### src/rtl/core/jse_pkg.sv
// ---------------------------------------------------------------------------
// JSON string escaper package
// Shared types, character codes and a helper function for the escaper.
// ---------------------------------------------------------------------------
package jse_pkg;

    // Default depth of the command queue between front and back; a power of two.
    localparam int JSE_QUEUE_DEPTH = 4;

    typedef enum logic [1:0] {
        KIND_OPEN  = 2'd0,
        KIND_DATA  = 2'd1,
        KIND_CLOSE = 2'd2
    } kind_t;

    typedef struct packed {
        kind_t      kind;
        logic [7:0] data_byte;
        logic       string_is_unicode;
        logic       new_document;
    } in_item_t;

    typedef struct packed {
        logic [7:0] out_byte;
        logic       last_of_run;
        logic       mixed_input;
    } out_item_t;

    // How the back end expands one queued command.
    typedef enum logic [1:0] {
        OP_PLAIN = 2'd0,   // one byte, taken as it is
        OP_PAIR  = 2'd1,   // backslash, then the stored character
        OP_UNI   = 2'd2    // backslash, u, 0, 0, two hex digits
    } esc_op_t;

    typedef struct packed {
        esc_op_t    op;
        logic [7:0] ch;
        logic       mixed;
    } esc_cmd_t;

    localparam logic [2:0] PAIR_LAST_IDX = 3'd1;
    localparam logic [2:0] UNI_LAST_IDX  = 3'd5;

    localparam logic [7:0] CH_QUOTE  = 8'h22;
    localparam logic [7:0] CH_BSLASH = 8'h5C;
    localparam logic [7:0] CH_U      = 8'h75;
    localparam logic [7:0] CH_ZERO   = 8'h30;
    localparam logic [7:0] CH_T      = 8'h74;
    localparam logic [7:0] CH_N      = 8'h6E;
    localparam logic [7:0] CH_R      = 8'h72;
    localparam logic [7:0] CH_B      = 8'h62;
    localparam logic [7:0] CH_F      = 8'h66;

    localparam logic [7:0] CTRL_TAB = 8'h09;
    localparam logic [7:0] CTRL_LF  = 8'h0A;
    localparam logic [7:0] CTRL_CR  = 8'h0D;
    localparam logic [7:0] CTRL_BS  = 8'h08;
    localparam logic [7:0] CTRL_FF  = 8'h0C;

    localparam logic [7:0] CTRL_LIMIT  = 8'h20;
    localparam logic [7:0] ASCII_LIMIT = 8'h80;

    // Lowercase hexadecimal digit for one nibble.
    function automatic logic [7:0] hex_digit(input logic [3:0] nib);
        logic [7:0] d;
        d = {4'h0, nib};
        if (nib < 4'd10) begin
            hex_digit = CH_ZERO + d;
        end else begin
            hex_digit = 8'h57 + d;
        end
    endfunction

endpackage

### src/rtl/core/jse_front.sv
// ---------------------------------------------------------------------------
// Escaper front end
// Accepts input transfers, keeps the string and document flags and turns
// each open, data or close item into one expansion command for the queue.
// ---------------------------------------------------------------------------
module jse_front (
    input  logic               aclk,
    input  logic               aresetn,
    input  logic               in_valid,
    input  logic               in_ready,
    input  jse_pkg::in_item_t  in_item,
    output logic               push,
    output jse_pkg::esc_cmd_t  cmd
);
    import jse_pkg::*;

    logic cur_uni_reg, cur_uni_next;
    logic doc_uni_reg, doc_uni_next;
    logic raw_high_reg, raw_high_next;
    logic want_push;
    logic accept;

    assign accept = in_valid && in_ready;
    assign push   = accept && want_push;

    always_comb begin
        cur_uni_next  = cur_uni_reg;
        doc_uni_next  = doc_uni_reg;
        raw_high_next = raw_high_reg;
        want_push     = 1'b0;
        cmd.op        = OP_PLAIN;
        cmd.ch        = CH_QUOTE;
        case (in_item.kind)
            KIND_OPEN: begin
                // The new-document clear comes before the Unicode mark is recorded.
                if (in_item.new_document) begin
                    doc_uni_next  = 1'b0;
                    raw_high_next = 1'b0;
                end
                cur_uni_next = in_item.string_is_unicode;
                if (in_item.string_is_unicode) begin
                    doc_uni_next = 1'b1;
                end
                want_push = 1'b1;
            end
            KIND_DATA: begin
                want_push = 1'b1;
                if (in_item.data_byte < CTRL_LIMIT) begin
                    cmd.op = OP_PAIR;
                    case (in_item.data_byte)
                        CTRL_TAB: cmd.ch = CH_T;
                        CTRL_LF:  cmd.ch = CH_N;
                        CTRL_CR:  cmd.ch = CH_R;
                        CTRL_BS:  cmd.ch = CH_B;
                        CTRL_FF:  cmd.ch = CH_F;
                        default: begin
                            cmd.op = OP_UNI;
                            cmd.ch = in_item.data_byte;
                        end
                    endcase
                end else if (in_item.data_byte < ASCII_LIMIT) begin
                    cmd.ch = in_item.data_byte;
                    if (in_item.data_byte == CH_QUOTE || in_item.data_byte == CH_BSLASH) begin
                        cmd.op = OP_PAIR;
                    end
                end else begin
                    cmd.ch = in_item.data_byte;
                    if (!cur_uni_reg) begin
                        raw_high_next = 1'b1;
                    end
                end
            end
            KIND_CLOSE: begin
                want_push = 1'b1;
            end
            default: begin
                // Unused kind: no output and the flags are kept.
                want_push = 1'b0;
            end
        endcase
        cmd.mixed = doc_uni_next && raw_high_next;
    end

    always_ff @(posedge aclk) begin
        if (!aresetn) begin
            cur_uni_reg  <= 1'b0;
            doc_uni_reg  <= 1'b0;
            raw_high_reg <= 1'b0;
        end else if (accept) begin
            cur_uni_reg  <= cur_uni_next;
            doc_uni_reg  <= doc_uni_next;
            raw_high_reg <= raw_high_next;
        end
    end

endmodule

### src/rtl/core/jse_queue.sv
// ---------------------------------------------------------------------------
// Escaper command queue
// Small first-in first-out store of expansion commands; the depth must be a
// power of two.
// ---------------------------------------------------------------------------
module jse_queue #(
    parameter int DEPTH = jse_pkg::JSE_QUEUE_DEPTH
) (
    input  logic               aclk,
    input  logic               aresetn,
    input  logic               push,
    input  jse_pkg::esc_cmd_t  push_cmd,
    output logic               full,
    input  logic               pop,
    output logic               head_valid,
    output jse_pkg::esc_cmd_t  head_cmd
);
    import jse_pkg::*;

    localparam int PW = $clog2(DEPTH);
    localparam int CW = $clog2(DEPTH + 1);
    localparam logic [CW-1:0] DEPTH_C = CW'(DEPTH);

    esc_cmd_t          mem [DEPTH];
    logic [PW-1:0]     wr_ptr_reg;
    logic [PW-1:0]     rd_ptr_reg;
    logic [CW-1:0]     count_reg, count_next;
    logic              do_pop;

    assign full       = (count_reg == DEPTH_C);
    assign head_valid = (count_reg != '0);
    assign head_cmd   = mem[rd_ptr_reg];
    assign do_pop     = pop && head_valid;

    always_comb begin
        count_next = count_reg;
        if (push && !do_pop) begin
            count_next = count_reg + 1'b1;
        end else if (do_pop && !push) begin
            count_next = count_reg - 1'b1;
        end
    end

    always_ff @(posedge aclk) begin
        if (push) begin
            mem[wr_ptr_reg] <= push_cmd;
        end
    end

    always_ff @(posedge aclk) begin
        if (!aresetn) begin
            wr_ptr_reg <= '0;
            rd_ptr_reg <= '0;
            count_reg  <= '0;
        end else begin
            if (push) begin
                wr_ptr_reg <= wr_ptr_reg + 1'b1;
            end
            if (do_pop) begin
                rd_ptr_reg <= rd_ptr_reg + 1'b1;
            end
            count_reg <= count_next;
        end
    end

endmodule

### src/rtl/core/jse_back.sv
// ---------------------------------------------------------------------------
// Escaper back end
// Expands the command at the head of the queue into output bytes, one per
// cycle while the receiver takes them, through a registered output stage.
// ---------------------------------------------------------------------------
module jse_back (
    input  logic               aclk,
    input  logic               aresetn,
    input  logic               head_valid,
    input  jse_pkg::esc_cmd_t  head_cmd,
    output logic               pop,
    output logic               out_valid,
    input  logic               out_ready,
    output jse_pkg::out_item_t out_item
);
    import jse_pkg::*;

    logic [2:0]  idx_reg, idx_next;
    logic        out_valid_reg;
    out_item_t   out_item_reg;
    logic        load;
    logic        last;
    logic [7:0]  sel_byte;

    assign out_valid = out_valid_reg;
    assign out_item  = out_item_reg;

    // The output stage loads when a command waits and it is empty or drained.
    assign load = head_valid && (!out_valid_reg || out_ready);
    assign pop  = load && last;

    always_comb begin
        last     = 1'b1;
        sel_byte = head_cmd.ch;
        case (head_cmd.op)
            OP_PLAIN: begin
                last     = 1'b1;
                sel_byte = head_cmd.ch;
            end
            OP_PAIR: begin
                last     = (idx_reg == PAIR_LAST_IDX);
                sel_byte = (idx_reg == 3'd0) ? CH_BSLASH : head_cmd.ch;
            end
            OP_UNI: begin
                last = (idx_reg == UNI_LAST_IDX);
                case (idx_reg)
                    3'd0:    sel_byte = CH_BSLASH;
                    3'd1:    sel_byte = CH_U;
                    3'd2:    sel_byte = CH_ZERO;
                    3'd3:    sel_byte = CH_ZERO;
                    3'd4:    sel_byte = hex_digit(head_cmd.ch[7:4]);
                    default: sel_byte = hex_digit(head_cmd.ch[3:0]);
                endcase
            end
            default: begin
                last     = 1'b1;
                sel_byte = head_cmd.ch;
            end
        endcase
    end

    always_comb begin
        idx_next = idx_reg;
        if (load) begin
            idx_next = last ? 3'd0 : idx_reg + 3'd1;
        end
    end

    always_ff @(posedge aclk) begin
        if (!aresetn) begin
            idx_reg       <= 3'd0;
            out_valid_reg <= 1'b0;
        end else begin
            idx_reg <= idx_next;
            if (load) begin
                out_valid_reg <= 1'b1;
            end else if (out_ready) begin
                out_valid_reg <= 1'b0;
            end
        end
    end

    always_ff @(posedge aclk) begin
        if (load) begin
            out_item_reg.out_byte    <= sel_byte;
            out_item_reg.last_of_run <= last;
            out_item_reg.mixed_input <= head_cmd.mixed;
        end
    end

endmodule

### src/rtl/core/json_string_escaper_unit.sv
// ---------------------------------------------------------------------------
// JSON string escaper
// Turns open, data and close items into the bytes of a quoted JSON string.
// ---------------------------------------------------------------------------
// Items arrive on the s_ channel (valid/ready) and escaped bytes leave on the
// m_ channel, one byte per transfer, with last_of_run marking the final byte
// that an item produces and mixed_input carrying the document flag.
// The front end classifies each item in the cycle it is accepted and queues
// one command; the back end expands a command into 1, 2 or 6 bytes, one per
// cycle while m_ready allows, through a registered output stage.
// When the queue is empty, an accepted item is written into the queue and
// its first byte is then loaded into the registered output stage.
// Plain bytes and quotes sustain one item per cycle while the receiver keeps
// up; an escape holds the back end for each of its output bytes, so throughput
// follows the number of output bytes, with the queue absorbing short bursts.
// When the receiver stalls, the output byte holds, the queue fills and
// s_ready falls once it is full. An unused kind is taken and dropped.
// Reset clears the flags, the queue and the output stage; no clearing pass
// is needed.
// ---------------------------------------------------------------------------
module json_string_escaper_unit #(
    parameter int QUEUE_DEPTH = jse_pkg::JSE_QUEUE_DEPTH
) (
    input  logic               aclk,
    input  logic               aresetn,
    input  logic               s_valid,
    output logic               s_ready,
    input  jse_pkg::in_item_t  s_payload,
    output logic               m_valid,
    input  logic               m_ready,
    output jse_pkg::out_item_t m_payload
);
    import jse_pkg::*;

    logic      push;
    esc_cmd_t  push_cmd;
    logic      full;
    logic      pop;
    logic      head_valid;
    esc_cmd_t  head_cmd;

    assign s_ready = !full;

    jse_front u_front (
        .aclk     (aclk),
        .aresetn  (aresetn),
        .in_valid (s_valid),
        .in_ready (s_ready),
        .in_item  (s_payload),
        .push     (push),
        .cmd      (push_cmd)
    );

    jse_queue #(
        .DEPTH (QUEUE_DEPTH)
    ) u_queue (
        .aclk       (aclk),
        .aresetn    (aresetn),
        .push       (push),
        .push_cmd   (push_cmd),
        .full       (full),
        .pop        (pop),
        .head_valid (head_valid),
        .head_cmd   (head_cmd)
    );

    jse_back u_back (
        .aclk       (aclk),
        .aresetn    (aresetn),
        .head_valid (head_valid),
        .head_cmd   (head_cmd),
        .pop        (pop),
        .out_valid  (m_valid),
        .out_ready  (m_ready),
        .out_item   (m_payload)
    );

endmodule
### config.mk
export PLATFORM = sky130hd
export DESIGN_NAME = json_string_escaper_unit
export DESIGN_NICKNAME = d
export VERILOG_FILES = /design/src/rtl/core/jse_pkg.sv /design/src/rtl/core/jse_front.sv /design/src/rtl/core/jse_queue.sv /design/src/rtl/core/jse_back.sv /design/src/rtl/core/json_string_escaper_unit.sv
export SDC_FILE = /design/constraint.sdc
export NUM_CORES = 1
export LEC_CHECK = 0
export BUFFER_PORTS_ARGS = -buffer_cell sky130_fd_sc_hd__buf_4
export CORE_MARGIN = 5
export CORE_UTILIZATION = 30
export CTS_CLUSTER_DIAMETER = 60
export CTS_CLUSTER_SIZE = 8
export DETAILED_ROUTE_END_ITERATION = 8
export PLACE_DENSITY = 0.42
export SLEW_MARGIN = 5
export SYNTH_ARGS = -nofsm -noshare
export SYNTH_HDL_FRONTEND = slang
export SYNTH_HIERARCHICAL = 1
export SYNTH_SLANG_ARGS = --single-unit
### constraint.sdc
create_clock -name aclk -period 5.57 [get_ports aclk]
set_input_delay 0.8355 -clock aclk [delete_from_list [all_inputs] [get_ports aclk]]
set_output_delay 0.8355 -clock aclk [all_outputs]
set_load 0.01 [all_outputs]
==> key figures, run 1 <==
Status
  • Outcome: finished clean

Route
  • WL per Instance: 14.9 µm
  • DRT Wirelength: 6600 µm
  • DRC viols: 0
  • Remaining antenna violation count: 0
  • Via density per instance: 4.82
  • Drt initial violations: 67
  • 1st-pass router iterations: 4
  • Via count: between 2000 and 2500

Clock tree
  • CTS tree: done
  • Clock Tree Root: clkbuf_16
  • Clk slew on worst S/H paths: 0.05 ns
  • CTS Sinks: 70
  • Hold Buf Count CTS: 0
  • Longest Clk Path Bufs: 2
  • CTS Buf Count: 9
  • H-Tree Depth: 3
  • Clk_lat worst skew: approximately 0.33 ns
  • Post-CTS Setup Repair Bufs: 0
  • Cts repair resizes: 0

STA
  • Final Hold Vio Count: 0
  • Crit share post-route: 0.659
  • TNS Setup: 0 ns
  • Slack of the critical path: 1.90 ns
  • Slew Viols, Final: 0
  • Clock skew: 0.00584 ns
  • Slew headroom: 0.456
  • Maximum clock rate: ~0.27 GHz
  • Minimum hold slack: 0.511 ns
  • Slew @ Worst Pin: slightly above 0.8 ns
  • RSZ-0062 raised after global routing: no
  • Final setup fails: 0
  • Final min period: approximately 3.7 ns

Die
  • # IOs: 28
  • Die W: 118 µm
  • # rows: 39
  • Initial Util: 0.306
  • Die Y: 118 µm
  • Core Region: 0.0114 mm²
  • Die area: 0.0139 mm²

Worst hold path
  • Worst hold-check path type: flip-flop to flip-flop

Flow run
  • Max-cap violation count: 0

Placed design
  • GPL Wtd Cong: 0.792
  • Detail Placement HPWL: 4750 µm
  • DP Worst Slack: 1.85 ns
  • Port Buffers: 27

GRT
  • Total track usage: 0.0988
  • Vias in the first global route: 2052
  • Gr ovfl total: 0
  • Wire length of the first global-routing pass: 10600 µm
  • Antenna violations before repair: 0
  • Largest net degree at the start of global routing: 15

Yosys
  • Synth Net Count: between 200 and 300
  • Async SR Flop Fraction: 0
  • Mapped Area: 0.00350 mm²
  • Flops & latches, synth: 70
  • Yosys Warn Count: 6
  • Number of flops mapped to enable cells by yosys: 54
  • Top cell type's share of synthesized area: 0.463
  • Sequential area share after synthesis: 0.555
  • Synth cell count leaders: 54 x edfxtp_1, 21 x inv_1, 19 x nor2_1
  • Post-Synthesis Cells: between 200 and 300
  • Library cells used by synthesis: 66
  • Count leader, synth: edfxtp_1
  • Mapped Avg Cell Area: 13.5 µm²
  • Synth area leader: edfxtp_1
  • Top FF cell, synth: edfxtp_1
  • Largest cells by area after synthesis: edfxtp_1 46%, dfxtp_1 9.2%, mux4_1 5.3%

Setup path
  • Peak fanout along the critical path: 11
  • Kind of critical path: flip-flop to flip-flop
  • Startpoint types: flip-flop
  • Critical Path Sink Type: flip-flop
  • Worst EP arrival: 3.92 ns
  • Crit path required time: 5.82 ns

Layout
  • Max reg flops: 44
  • # diodes: 0
  • Nets: 325
  • Fraction of layout cells with a size suffix above 1: 0.231
  • Finished Core Util: 0.367
  • Syn-to-layout area delta: 19.7%

Power
  • Pwr dens: ~500 mW/mm²
  • VDD IR-drop max: 0.199 mV
  • LEAKAGE: 1.53 nW
logic make-up (layout without fill, tap and decap cells):
| family | Yosys count | count (layout) | share of synthesized area |
|---|---|---|---|
| DFF | 70 | 70 | 0.555 |
| and+or+nand+nor | 78 | 78 | 0.130 |
| AOI/OAI and AO/OA | 49 | 49 | 0.113 |
| buffers and inverters | 25 | 64 | 0.0336 |
| adders and majority gates | 15 | 15 | 0.0558 |
| muxes | 16 | 16 | 0.0955 |
| xor gates and xnor gates | 7 | 7 | 0.0175 |
cell usage in the layout, fill, tap and decap left out, types with 3 or more instances in the layout:
cell type,netlist,final
clkbuf_16,0,9
edfxtp_1,54,54
xnor2_1,5,5
and2_1,9,9
inv_1,21,21
mux2i_1,3,3
nand2_1,10,10
o21ai_0,6,6
nand2b_1,5,5
nor2_1,19,19
nor2b_1,5,5
o22ai_1,3,3
mux4_1,7,7
dfxtp_1,16,16
nor3_1,5,5
ha_1,14,14
bufinv_16,0,3
nand4_1,4,4
a21oi_1,10,10
mux4_2,4,4
buf_4,0,27
a31oi_1,3,3
power breakdown:
part	internal [mW]	switching (mW)
Clock	0.448	0.208
Combinational	0.311	0.378
Sequential	0.693	0.0749
Total	1.45	0.661
routing by layer:
layer | up-vias | share of wire | GRT usage
met2 | 50 | 0.46 | 0.154
met1 | 1014 | 0.47 | 0.128
met4 | 0 | 0.018 | 0.0538
li1 | 1057 | - | -
met5 | - | 0 | 0
met3 | 8 | 0.053 | 0.0216
worst paths after layout:
path / start / cells after the start / endpoint / slack [ns]
worst max-delay path: flip-flop / 12 / u_queue/count_reg[2] / 1.90
worst min-delay path: u_back/out_valid / 2 / u_back/out_valid / 0.51
worst max register to register: flip-flop / 12 / u_queue/count_reg[2] / 1.90
worst min register to register: u_back/out_valid / 2 / u_back/out_valid / 0.51
critical path, stage by stage, from the launching register on:
cell      delay (ns)
dfxtp_1         0.75
mux4_1          0.66
ha_1            0.25
mux2_4          0.28
a21oi_2         0.20
nor2_1          0.12
o31ai_4         0.08
ha_1            0.23
inv_1           0.06
fa_1            0.37
xor2_1          0.15
or3_1           0.29
a21boi_0        0.15
stage by stage:
| step | std cells | power [mW] | area, µm² |
|---|---|---|---|
| 2_1_floorplan | 260 | 1.28 | 3500 |
| 3_3_place_gp | 426 | 1.48 | 3840 |
| 3_5_place_dp | 426 | 1.48 | 3840 |
| 4_1_cts | 442 | 2.15 | 4190 |
| 5_1_grt | 442 | 2.25 | 4190 |
| 6_report | 442 | 2.11 | 4190 |
cell type report:
| type | count | area [µm²] |
|---|---|---|
| clock inverters | 6 | 109 |
| multi-input cells | 165 | 1440 |
| fillers | 1132 | 7230 |
| well taps | 143 | 179 |
| flip-flops and latches | 70 | 1940 |
| clock buffers | 10 | 239 |
| inverters | 21 | 78.8 |
| repair buffers | 27 | 203 |
No activity file was read; power rests on OpenSTA's default activity.
==> run 2, diff against run 1 <==
--- a/config.mk
+++ b/config.mk
@@ -5,13 +5,14 @@
 export SDC_FILE = /design/constraint.sdc
 export NUM_CORES = 1
 export LEC_CHECK = 0
+export ABC_AREA = 1
 export BUFFER_PORTS_ARGS = -buffer_cell sky130_fd_sc_hd__buf_4
 export CORE_MARGIN = 5
 export CORE_UTILIZATION = 30
 export CTS_CLUSTER_DIAMETER = 60
 export CTS_CLUSTER_SIZE = 8
 export DETAILED_ROUTE_END_ITERATION = 8
-export PLACE_DENSITY = 0.42
+export PLACE_DENSITY = 0.43
 export SLEW_MARGIN = 5
 export SYNTH_ARGS = -nofsm -noshare
 export SYNTH_HDL_FRONTEND = slang
==> constraint.sdc (replaced) <==
create_clock -name aclk -period 3.2 [get_ports aclk]
set_input_delay 0.48 -clock aclk [delete_from_list [all_inputs] [get_ports aclk]]
set_output_delay 0.48 -clock aclk [all_outputs]
set_load 0.01 [all_outputs]
==> run 2 against run 1 <==
Against the previous run: sequential power rose by 72%; core utilization about the same; power grew 94%; maximum frequency rose by 31%; first-iteration DRC count rose to 2.6 times the previous value; final cell count grew 42%; non-clock buffer count up 7; clock power increased by 42%; sequential share of layout area is 2.6 points lower; clock skew grew 0.0043 ns; global-route usage increased by 1.5 points; critical endpoint unchanged.
==> key figures, run 2 <==
Status
  • Outcome: finished clean (unchanged)

Die
  • # rows: 40 (was 39)
  • Die area: 0.0148 mm² (was 0.0139 mm²)
  • Die W: 122 µm (was 118 µm)
  • Initial Util: 0.308 (was 0.306)
  • Die Y: 122 µm (was 118 µm)
  • # IOs: 28 (unchanged)
  • Core Region: 0.0121 mm² (was 0.0114 mm²)

Flow run
  • Max-cap violation count: 0 (unchanged)

Route
  • WL per Instance: 12.5 µm (was 14.9 µm)
  • Via count: 2814 (was 2129)
  • DRC viols: 0 (unchanged)
  • Drt initial violations: 173 (was 67)
  • DRT Wirelength: 7840 µm (was 6600 µm)
  • Remaining antenna violation count: 0 (unchanged)
  • Via density per instance: 4.47 (was 4.82)
  • 1st-pass router iterations: 4 (unchanged)

Power
  • Combinational share of power: 0.450 (was 0.326)
  • Int Power: 2.47 mW (was 1.45 mW)
  • Pwr dens: 922 mW/mm² (was 504 mW/mm²)
  • P_sw: 1.63 mW (was 661 µW)
  • LEAKAGE: 1.88 nW (was 1.53 nW)
  • Clock power frac: 0.228 (was 0.311)
  • Seq pwr share: 0.322 (was 0.363)
  • VDD IR-drop max: 0.240 mV (was 0.199 mV)
  • Sw Ratio: 0.398 (was 0.313)

Clock tree
  • Cts repair resizes: 0 (unchanged)
  • CTS Buf Count: 9 (unchanged)
  • Clk slew on worst S/H paths: 0.06 ns (was 0.05 ns)
  • Hold Buf Count CTS: 0 (unchanged)
  • Longest Clk Path Bufs: 2 (unchanged)
  • Post-CTS Setup Repair Bufs: 0 (unchanged)
  • CTS Sinks: 70 (unchanged)
  • Clk_lat worst skew: 0.33 ns (about the same)
  • H-Tree Depth: 3 (unchanged)
  • Clock Tree Root: clkbuf_16 (unchanged)
  • CTS tree: done (unchanged)

Layout
  • Syn-to-layout area delta: 19.1% (was 19.7%)
  • Most frequent cells in the layout: 70 x nand2_1, 56 x inv_1, 54 x edfxtp_1 (was 54 x edfxtp_1, 27 x buf_4, 21 x inv_1)
  • Nets: 487 (was 325)
  • # diodes: 0 (unchanged)
  • Commonest non-fill, non-tap cell in the layout: nand2_1 (was edfxtp_1)
  • Fraction of layout cells with a size suffix above 1: 0.202 (was 0.231)
  • Finished Core Util: 0.367 (about the same)
  • Max reg flops: 44 (unchanged)
  • Non-filler cells, final: 629 (was 442)

Setup path
  • CP max-delay cell: dfxtp_1 (unchanged)
  • Reg2reg path depth: 21 (was 12)
  • Peak fanout along the critical path: 12 (was 11)
  • Most common cell type on the critical path: inv_1 (was ha_1)
  • Critical Path Sink Type: flip-flop (unchanged)
  • Max incr delay on CP: 0.41 ns (was 0.75 ns)
  • Startpoint types: flip-flop (unchanged)
  • Critical path, cell by cell: buf_4, o21ai_0, o22ai_1, inv_1, ha_1, inv_1, nor2_1, nor3_2, inv_2, nand2_2, inv_1, nand2_2, ha_1, inv_1, fa_1, inv_1, nand2_1, nand3_1, nand2_1, nand2_1, nor2_1 (was mux4_1, ha_1, mux2_4, a21oi_2, nor2_1, o31ai_4, ha_1, inv_1, fa_1, xor2_1, or3_1, a21boi_0)
  • Worst EP arrival: 3.03 ns (was 3.92 ns)
  • Kind of critical path: flip-flop to flip-flop (unchanged)
  • Crit path required time: 3.43 ns (was 5.82 ns)

GRT
  • Vias in the first global route: 2651 (was 2052)
  • Wire length of the first global-routing pass: 13100 µm (was 10600 µm)
  • Gr ovfl total: 0 (unchanged)
  • Antenna violations before repair: 0 (unchanged)
  • Total track usage: 0.114 (was 0.0988)
  • Largest net degree at the start of global routing: 14 (was 15)

Yosys
  • Number of flops mapped to enable cells by yosys: 54 (unchanged)
  • Library cells used by synthesis: 31 (was 66)
  • Mapped Area: 0.00373 mm² (was 0.00350 mm²)
  • Count leader, synth: nand2_1 (was edfxtp_1)
  • Mapped Avg Cell Area: 8.94 µm² (was 13.5 µm²)
  • Sequential area share after synthesis: 0.521 (was 0.555)
  • Largest cells by area after synthesis: edfxtp_1 43%, dfxtp_1 8.6%, nand2_1 7.0% (was edfxtp_1 46%, dfxtp_1 9.2%, mux4_1 5.3%)
  • Async SR Flop Fraction: 0 (unchanged)
  • Synth cell count leaders: 70 x nand2_1, 56 x inv_1, 54 x edfxtp_1 (was 54 x edfxtp_1, 21 x inv_1, 19 x nor2_1)
  • Synth area leader: edfxtp_1 (unchanged)
  • Yosys Warn Count: 6 (unchanged)
  • Top FF cell, synth: edfxtp_1 (unchanged)
  • Flops & latches, synth: 70 (unchanged)
  • Synth Net Count: 448 (was 291)
  • Post-Synthesis Cells: 417 (was 260)
  • Top cell type's share of synthesized area: 0.435 (was 0.463)

Worst hold path
  • Worst hold path depth: 4 (was 2)
  • Worst hold-check path type: primary input to flip-flop (was flip-flop to flip-flop)

STA
  • RSZ-0062 raised after global routing: no (unchanged)
  • Final setup fails: 0 (unchanged)
  • Slew @ Worst Pin: 0.552 ns (was 0.809 ns)
  • Maximum clock rate: 0.356 GHz (was 0.273 GHz)
  • Final min period: 2.81 ns (was 3.67 ns)
  • Slew headroom: 0.632 (was 0.456)
  • Crit share post-route: 0.877 (was 0.659)
  • Clock skew: 0.0101 ns (was 0.00584 ns)
  • TNS Setup: 0 ns (unchanged)
  • Slew Viols, Final: 0 (unchanged)
  • Final Hold Vio Count: 0 (unchanged)

Placed design
  • Placed insts: 613 (was 426)
  • Detail Placement HPWL: 6080 µm (was 4750 µm)
  • Port Buffers: 27 (unchanged)
  • GPL Wtd Cong: 0.811 (was 0.792)
-- run 2: cell count changes after synthesis, sizes merged, moves of 7 or more --
cell / previous run / this run
a21oi: 11 / 19
and2: 10 / 0
inv: 21 / 65
mux4: 11 / 0
nand2: 11 / 84
nand3: 1 / 21
nor2: 20 / 61
o21ai: 8 / 41
o22ai: 4 / 11
-- run 2: power by group through the flow --
stage	registers, mW	logic [mW]	clock network (mW)
after CTS	1.32	1.88	0.970
after global placement	1.34	1.86	0
after floorplan	1.36	1.32	0
final	1.32	1.84	0.934
after detailed placement	1.34	1.87	0
after global routing	1.34	2.14	1.00
-- run 2: worst max-delay path: cells and delay by family, from the launching register on --
family                     cells  cell delay, ns
buffers and inverters          7            0.64
AOI/OAI and AO/OA              2            0.32
and+or+nand+nor                9            0.62
adders and majority gates      3            0.71
DFF                            1            0.41
-- run 2: worst paths after layout --
kind	start	endpoint	slack, ns
worst max-delay path	flip-flop	u_queue/count_reg[2]	0.39
worst min-delay path	m_ready	u_back/out_valid	0.44
worst max register to register	flip-flop	u_queue/count_reg[2]	0.39
worst min register to register	u_front/cur_uni_reg	u_front/cur_uni_reg	0.48
-- run 2: logic make-up (layout without fill, tap and decap cells) --
kind of cell               count (synthesis)  in the layout  share of synthesized area
and+or+nand+nor                          182            182                      0.231
buffers and inverters                     72            116                     0.0772
DFF                                       70             70                      0.521
AOI/OAI and AO/OA                         76             76                      0.114
adders and majority gates                 15             15                     0.0523
xor gates and xnor gates                   2              2                    0.00470
-- run 2: per-stage QoR --
stage          setup slack, ns  power, mW  area (µm²)  hold WS (ns)
2_1_floorplan            0.556       2.68        3730         0.448
3_3_place_gp             0.482       3.20        4160         0.461
3_5_place_dp             0.381       3.21        4160         0.474
4_1_cts                  0.354       4.17        4440         0.426
5_1_grt                 0.0955       4.48        4440         0.444
6_report                 0.393       4.10        4440         0.436
-- run 2: layout make-up --
type / instances / area, µm²
fillers: 1257 / 7670
flip-flops and latches: 70 / 1940
multi-input cells: 275 / 1500
repair buffers: 34 / 255
clock buffers: 11 / 253
inverters: 66 / 248
well taps: 168 / 210
clock inverters: 5 / 33.8
-- run 2: metal layers --
| layer | routed length (µm) | GRT usage | share of wire | vias to the layer above |
|---|---|---|---|---|
| met5 | 0 | 0 | 0 | - |
| met4 | 123 | 0.0546 | 0.016 | 0 |
| met3 | 207 | 0.0233 | 0.026 | 9 |
| met2 | 3660 | 0.175 | 0.47 | 40 |
| met1 | 3850 | 0.153 | 0.49 | 1295 |
| li1 | - | - | - | 1470 |
